<file path="src/sv/wlc_pkg.sv">
// shared types, codes and defaults for the write-back lru cache tag block
`default_nettype none

package wlc_pkg;

    // fixed field widths of the item channels
    localparam int ADDR_W     = 32;
    localparam int WAY_USED_W = 3;

    // default geometry
    localparam int SETS_DEF        = 64;
    localparam int WAYS_DEF        = 8;
    localparam int OFFSET_BITS_DEF = 6;
    localparam int ADDR_BITS_DEF   = 32;

    typedef enum logic [1:0] {
        ST_CLEAR,
        ST_IDLE,
        ST_DIVIDE,
        ST_LOOKUP
    } ctrl_state_t;

    // controller to datapath
    typedef struct packed {
        logic clr_wr;     // write reset metadata at the sweep row
        logic accept;     // capture a new item
        logic rd_input;   // read the set taken straight from the input address
        logic rd_split;   // read the set produced by the divider
        logic commit;     // write back metadata, load the result register
    } dp_cmd_t;

    // datapath to controller
    typedef struct packed {
        logic clr_last;   // sweep is at the last row
        logic div_done;   // set and tag split finished
    } dp_status_t;

endpackage

`default_nettype wire

</file>
<file path="src/sv/wlc_ctrl.sv">
// controller state machine: clearing sweep, accept, split, lookup and commit
`default_nettype none

module wlc_ctrl #(
    parameter bit FAST_SPLIT = 1'b1
) (
    input  wire                    clk,
    input  wire                    rst_n,
    input  wire                    req_valid,
    output logic                   req_ready,
    output logic                   rsp_valid,
    input  wire                    rsp_ready,
    output wlc_pkg::dp_cmd_t       cmd,
    input  wlc_pkg::dp_status_t    status
);
    import wlc_pkg::*;

    ctrl_state_t state_reg, state_next;
    logic        out_valid_reg, out_valid_next;
    logic        slot_free;

    assign slot_free = !out_valid_reg || rsp_ready;

    always_ff @(posedge clk or negedge rst_n)
    begin
        if (!rst_n)
        begin
            state_reg     <= ST_CLEAR;
            out_valid_reg <= 1'b0;
        end
        else
        begin
            state_reg     <= state_next;
            out_valid_reg <= out_valid_next;
        end
    end

    // next state
    always_comb
    begin
        state_next = state_reg;
        unique case (state_reg)
            ST_CLEAR:
            begin
                if (status.clr_last)
                    state_next = ST_IDLE;
            end
            ST_IDLE:
            begin
                if (req_valid)
                    state_next = FAST_SPLIT ? ST_LOOKUP : ST_DIVIDE;
            end
            ST_DIVIDE:
            begin
                if (status.div_done)
                    state_next = ST_LOOKUP;
            end
            ST_LOOKUP:
            begin
                if (slot_free)
                    state_next = ST_IDLE;
            end
            default: state_next = ST_CLEAR;
        endcase
    end

    // outputs
    always_comb
    begin
        cmd       = '0;
        req_ready = 1'b0;
        unique case (state_reg)
            ST_CLEAR:
            begin
                cmd.clr_wr = 1'b1;
            end
            ST_IDLE:
            begin
                req_ready    = 1'b1;
                cmd.accept   = req_valid;
                cmd.rd_input = req_valid && FAST_SPLIT;
            end
            ST_DIVIDE:
            begin
                cmd.rd_split = status.div_done;
            end
            ST_LOOKUP:
            begin
                cmd.commit = slot_free;
            end
            default: cmd = '0;
        endcase

        if (cmd.commit)
            out_valid_next = 1'b1;
        else if (rsp_ready)
            out_valid_next = 1'b0;
        else
            out_valid_next = out_valid_reg;
    end

    assign rsp_valid = out_valid_reg;

endmodule

`default_nettype wire

</file>
<file path="config.mk">
export PLATFORM = sky130hd
export DESIGN_NAME = wlc_ctrl
export DESIGN_NICKNAME = d
export VERILOG_FILES = /design/src/sv/wlc_pkg.sv /design/src/sv/wlc_ctrl.sv
export SDC_FILE = /design/constraint.sdc
export NUM_CORES = 1
export LEC_CHECK = 0
export CAP_MARGIN = 20
export CORE_AREA = 2 2 39 41
export DETAILED_ROUTE_END_ITERATION = 12
export DIE_AREA = 0 0 41 43
export DONT_BUFFER_PORTS = 1
export SLEW_MARGIN = 20
export SYNTH_ARGS = -nofsm -noshare
export SYNTH_HDL_FRONTEND = slang
export SYNTH_SLANG_ARGS = --single-unit
</file>
<file path="constraint.sdc">
create_clock -name clk -period 1.35 [get_ports clk]
set_input_delay 0.0675 -clock clk [delete_from_list [all_inputs] [get_ports clk]]
set_output_delay 0.0675 -clock clk [all_outputs]
set_load 0.02 [all_outputs]
</file>
; ---- Yosys cells after proc, flatten, opt, wreduce, memory -nomap -nowiden
; Cells that the tools add are included.
[totals]
wordCells = 26
reg_bits = 3
[op_classes]
reduce_logical = 5
n_eq_ne = 7
mux = 12
[ops]
columns = cell, n
row1 = 2-to-1 mux 2 bit, 5
row2 = inequality test 2 bit (second input constant), 4
row3 = case mux 2 bit (4 select lines), 1
row4 = 2-to-1 mux 1 bit, 6
row5 = == test 2 bit (second input constant), 2
row6 = AND reduction 4 bit, 1
row7 = == test 2 x 1 -> 1 bit (second input constant), 1
row8 = zero test 2 bit, 1
row9 = nonzero test 2 bit, 1
row10 = zero test 1 bit, 1
row11 = logical OR 1 bit, 1

; ---- Logic depth before layout (Yosys ltp)
; Gate-level depths: netlist (run 1).
[logic_depth]
word_depth = 4
ltp_mapped = 5

; ---- Worst setup path before layout (run 1)
; OpenSTA, ideal clock, no wires.
[synth_timing]
path_kind = register -> register
startpoint = reg state_reg[1]
endpoint = reg state_reg[1]
stages_incl_launch_ff = 6
required_time_ps = 1225
setup_ps = 125
period_less_slack_ps = 1470
path_slack_ps = -120
arrival_ps = 1345
cell_sequence = dfrtp_1 inv_1 ha_1 inv_1 o2111ai_2 mux2_4
[synth_between]
elab_chain_cells = 3
elab_cells_between_ends = 10
classes_between = eq/ne: 7 / mux: 1 / reduce/logical: 2
[synth_rtl]
columns = element, line
row1 = start: declaration, wlc_ctrl.sv:18  ; ctrl_state_t state_reg, state_next;
row2 = start signal: assignment, wlc_ctrl.sv:33  ; state_reg <= state_next;
row3 = "== test 2 bit, or another cell as far along", wlc_ctrl.sv:42  ; unique case (state_reg)
row4 = inequality test 2 bit (no source line), --
row5 = AND reduction 4 bit (no source line), --
; Several ways; a longest one is shown, not always the timed one.
; A chain may end at the register's enable or synchronous reset.

; ---- Final worst setup path (run 1)
[layout_timing]
startpoint = reg state_reg[0]
endpoint = out cmd[3] (netlist name)
[layout_between]
elab_chain_cells = 2
[layout_rtl]
columns = element, line
row1 = == test 2 x 1 -> 1 bit, wlc_ctrl.sv:72  ; unique case (state_reg)
row2 = 2-to-1 mux 2 bit, wlc_ctrl.sv:72
row3 = end: declaration, wlc_ctrl.sv:13  ; output wlc_pkg::dp_cmd_t cmd,
; No other way between the ends.

==> results of run 1 <==
## power by group through the flow
stage                     combinational (W)  clock (W)  sequential (W)
after global routing               0.000423   0.000180        0.000153
after global placement             0.000360          0        0.000147
after CTS                          0.000394   0.000160        0.000148
after detailed placement           0.000366          0        0.000149
after floorplan                    0.000279          0        0.000165
final                              0.000385   0.000152        0.000148
## timing repair
| item | CTS | global route |
|---|---|---|
| endpoints found under the setup margin | 3 | 3 |
| pin swaps | 0 | 0 |
| hold buffers | 1 | 0 |
| endpoints found under the hold margin | 3 | 0 |
| resized for setup | 3 | 1 |
## final cells by class
| class | count | area (sq um) | area share |
|---|---|---|---|
| Timing Repair Buffer | 6 | 67.6 | 0.183 |
| Sequential cell | 3 | 75.1 | 0.203 |
| Tap cell | 16 | 20.0 | 0.0542 |
| Inverter | 3 | 11.3 | 0.0305 |
| Multi-Input combinational cell | 15 | 169 | 0.458 |
| Clock buffer | 4 | 26.3 | 0.0712 |
## worst max-delay path by stage
stage,slack [ns],endpoint,startpoint,cells after the start
finish,-0.02,cmd[3],state_reg[0],5
global route,-0.09,cmd[2],state_reg[0],5
CTS,-0.03,cmd[3],state_reg[0],5
detailed placement,-0.0002,state_reg[1],state_reg[0],5
global placement,0.01,state_reg[1],state_reg[0],5
floorplan,0.01,state_reg[1],state_reg[0],5
## critical path, delay by kind of cell (launching register included)
kind                     cells  cell delay, ns
AND/OR/NAND/NOR              1            0.14
buffers and inverters        3            0.38
flip-flops                   1            0.40
adder cells (fa/ha/maj)      1            0.15
## synthesized netlist by cell type, drive strengths merged
cell,number,area [sq um]
o2111ai,1,15.0
dfrtp,3,75.1
nand3b,1,7.51
mux2,1,15.0
buf,2,15.0
ha,4,50.1
inv,3,11.3
nand2b,4,30.0
and2,3,20.0
nand2,1,3.75
## through the flow
stage | hold WS [ns] | setup TNS, ns | area, sq um | power, W | std cells
after CTS | 0.0339 | -0.0940 | 369 | 0.000702 | 47
after floorplan | -0.228 | 0 | 268 | 0.000444 | 23
after global placement | -0.228 | 0 | 323 | 0.000507 | 42
final | 0.0406 | -0.0495 | 369 | 0.000685 | 47
after global routing | 0.0316 | -0.251 | 369 | 0.000756 | 47
after detailed placement | -0.228 | -0.000238 | 323 | 0.000515 | 42
## kinds of logic (layout without fill, tap and decap cells)
group	count (synthesis)	after routing
DFF	3	3
AOI/OAI and AO/OA	1	1
buffers and inverters	5	13
adders and majority gates	4	4
and+or+nand+nor	9	9
muxes	1	1
## per-layer routing
metal | vias to the layer above | wire length, um | track usage
met5 | - | 0 | 0
met4 | 0 | 0 | 0.0800
met3 | 0 | 32 | 0.0314
met2 | 5 | 244 | 0.0906
met1 | 78 | 120 | 0.0487
li1 | 88 | - | -
==> flow_summary.toml, run 1 <==
[layout]
layout_common_cells = "clkbuf_4 (3), dfrtp_1 (3)"
nFillCells = 157
nets = 42
n_antenna_cell = 0
syn_to_final_growth_pct = 52.1
drive_gt1_frac = 0.581
largest_register_ffs = 2
fin_util = 0.267

[floorplanning]
core_area_sq_um = 1380
io_pins = 13
die_w_um = 41
die_h_um = 43
rows = 14
die-area_sq_um = 1760
initial_core_util = 0.175

[timing]
clock_skew_ns = 0.00220
slew_headroom = 0.854
finalSetupViolations = 2
fin_ws_ns = -0.0248
fmax_ghz = 0.727
worstMarginPinSlew_ns = 0.221
slew_violations = 0
layout_min_cycle_time_ns = 1.37
fin_crit_sh = 1.02
rsz0062_at_grt = "yes"
hold_viol_final = 0

[setup_path]
reg2regPathDepth = 5
crit_slowest_cell = "dfrtp_1"
cp.arrival_ns = 1.31
cp-end-kind = "output pin"
start_kind = "register"
reg2reg_from = "state_reg[1]"
reg2reg_to = "state_reg[1]"
max_stage_delay_ns = 0.40
critPathKind = "reg2out"
crit_top_cell = "buf_6"
worstPathRequired_ns = 1.28
crit_chain = "buf_6, ha_4, buf_6, and2_4, buf_12"
regToRegSetupSlack_ns = 0.01
crit_fanout = 3

[power_and_ir_drop]
p_sw_frac = 0.382
share_comb_of_total_power = 0.562
intPower_w = 0.000424
ir_drop_mv = 0.586
power_frac_seq = 0.216
p_switching_w = 0.000262
leakage_nw = 0.165
power.density_nw_per_um2 = 1860
clkPwrFrac = 0.222

[clock_network]
cts_inserted_buffers = 3
clock_latency_ns = 0.23
cts_tree = "built"
clk_pin_slew_worst_paths_ns = 0.04
clockBufferDepth = 2
root_buffer = "clkbuf_4"
cts_setup_buffers = 0
h-tree-depth = 1
clock_sinks = 3

[yosys]
synthSimpleGateAreaFrac = 0.253
syn_area_sq_um = 243
yosysWarnings = 0
ys_seq_elements = 3
avgSynthCellArea_sq_um = 10.6
synth_top_family_by_area = "simple AND/OR/NAND/NOR gates"
yosys-mux-area-fraction = 0.0619
yosysSeqAreaShare = 0.309
synth_compound_gate_area_share = 0.0619
syn_nets = 33
synth_xor_xnor_area_share = 0
yosys.area_share.adder = 0.206
yosysUniqueCellTypes = 12
postSynthCellCount = 23

[run_status]
violations = "setup timing"
outcome = "finished with violations"

[global_routing]
grt-ovfl-total = 0
grt.total_usage = 0.0624
grt_pass1_wl_um = 662
antenna_found_initial = 0
grt_max_degree = 5
grt_pass1_vias = 178

[worst_hold_path]
hold_path.class = "in2reg"
worstHoldStart = "rsp_ready"
worstHoldPathCells = 2
min_to = "rsp_valid"

[route]
drtPass1Iterations = 1
drt_iter0_markers = 0
antenna_left = 0
via_per_inst = 3.64
drc = 0
vias = 171
wl_per_cell_um = 8.45
drt_wl_total_um = 397

[placed_design]
port_buffers = 0
pre_cts_ws_ns = -0.000238
gp_congestion = 0.604
dp_hpwl_um = 367

[run]
cap_violations = 0
No activity file was read; power rests on OpenSTA's default activity.
==> run 2: changes to the inputs <==
==> constraint.sdc (replaced) <==
create_clock -name clk -period 1.35 [get_ports clk]
set_input_delay 0.3375 -clock clk [delete_from_list [all_inputs] [get_ports clk]]
set_output_delay 0.3375 -clock clk [all_outputs]
set_load 0.02 [all_outputs]
==> flow_summary.toml, run 2 (same netlist as run 1, synthesis figures left out) <==
[setup_path]
worstPathRequired_ns = 1.01
start_kind = "register"
crit_chain = "inv_2, ha_4, and2_4"
crit_fanout = 4
crit_slowest_cell = "dfrtp_1"
crit_buf_inv = 1
cp-startpoint = "state_reg[1]"
max_stage_delay_ns = 0.41
critPathKind = "reg2out"
crit_family = "flip-flops"
cp.arrival_ns = 1.11
reg2reg_from = "state_reg[1]"
cp-end-kind = "output pin"

[power_and_ir_drop]
power.density_nw_per_um2 = 1830
clkPwrFrac = 0.223
ir_drop_mv = 0.363
intPower_w = 0.000415
leakage_nw = 0.167
p_sw_frac = 0.388
share_comb_of_total_power = 0.554
power_frac_seq = 0.223
finalPower_w = 0.000678
p_switching_w = 0.000263

[floorplanning]
die_w_um = 41
core_area_sq_um = 1380
initial_core_util = 0.175
die_h_um = 43
die-area_sq_um = 1760
rows = 14
io_pins = 13

[worst_hold_path]
hold_path.class = "in2reg"
worstHoldStart = "rsp_ready"

[layout]
drive_gt1_frac = 0.656
n_antenna_cell = 0
layout_common_cells = "buf_4 (4), and2_4 (3), clkbuf_4 (3), dfrtp_1 (3)"
nets = 43
largest_register_ffs = 2
fin_util = 0.268
layout_commonest_cell = "buf_4"
syn_to_final_growth_pct = 52.6
final_area_sq_um = 370

[timing]
worstMarginPinSlew_ns = 0.209
rsz0062_at_grt = "yes"
fin_ws_ns = -0.0999
fmax_ghz = 0.690
slew_violations = 0
slew_headroom = 0.861
hold_viol_final = 0
fin_crit_sh = 1.07
finalSetupViolations = 7
layout_min_cycle_time_ns = 1.45
clock_skew_ns = 0.000741
holdWs_ns = 0.317

[placed_design]
dp_hpwl_um = 359
gp_congestion = 0.600
placed_cell_area_sq_um = 305
port_buffers = 0

[global_routing]
antenna_found_initial = 0
grtUsageMet1 = 0.0325
gr-usage-met3 = 0.0471
grt_util_met2 = 0.100
grt_pass1_wl_um = 627
grt-ovfl-total = 0
grt.total_usage = 0.0604
grt.busiest_layer = "met2"
grt_pass1_vias = 184
grt_max_degree = 5

[route]
drtPass1Iterations = 1
antenna_left = 0
drc = 0
via_per_inst = 3.73
drt_wl_total_um = 436
drt_iter0_markers = 0
wl_per_cell_um = 9.08
vias = 179

[clock_network]
clock_latency_ns = 0.22
h-tree-depth = 1
cts_inserted_buffers = 3
clockBufferDepth = 2
clock_sinks = 3
cts_tree = "built"
root_buffer = "clkbuf_4"
clk_pin_slew_worst_paths_ns = 0.04

[run_status]
outcome = "finished with violations"
violations = "setup timing"

[run]
cap_violations = 0
run 2: changes by cell type in the layout (fill, tap and decap cells not counted), sizes merged:
cell / before / now
buf: 5 / 6
run 2: what timing repair did:
item                                    in CTS  in global routing
endpoints found under the setup margin       7                  7
endpoints found under the hold margin        3                  0
setup buffers                                0                  2
pin swaps                                    0                  1
hold buffers                                 1                  0
gates resized for setup                      5                  2
run 2: cell type report:
class	count	area (sq um)
clock buffer	4	26.3
fill	151	1010
inverter	3	11.3
multi-input combinational	15	175
sequential	3	75.1
tap	16	20.0
timing repair buffer	7	62.6
run 2: per-stage QoR:
stage / worst slack, ns / std cells / setup TNS (ns)
6_report: -0.0999 / 48 / -0.348
5_1_grt: -0.149 / 48 / -0.675
4_1_cts: -0.0970 / 46 / -0.385
3_5_place_dp: 0.00456 / 41 / 0
3_3_place_gp: 0.0354 / 41 / 0
2_1_floorplan: 0.0133 / 23 / 0
run 2: final timing paths:
kind,depth (start not counted),slack (ns),to
min,2,0.32,rsp_valid
max reg2reg,5,-0.01,state_reg[1]
max in group asynchronous,1,0.84,state_reg[0]
min in group asynchronous,1,0.36,rsp_valid
min reg2reg,2,0.54,rsp_valid
max,3,-0.1,cmd[3]
run 2: layer usage:
metal / share of wire / routed length (um) / vias to the layer above
met5: 0 / 0 / -
met3: 0.085 / 37 / 0
li1: - / - / 89
met1: 0.32 / 139 / 84
met4: 0 / 0 / 0
met2: 0.59 / 259 / 6
run 2: power by group through the flow:
stage | Clock [W] | Sequential (W) | Combinational, W
4_1_cts | 0.000156 | 0.000150 | 0.000357
6_report | 0.000151 | 0.000151 | 0.000376
3_5_place_dp | 0 | 0.000151 | 0.000339
5_1_grt | 0.000168 | 0.000158 | 0.000409
2_1_floorplan | 0 | 0.000165 | 0.000288
3_3_place_gp | 0 | 0.000149 | 0.000329
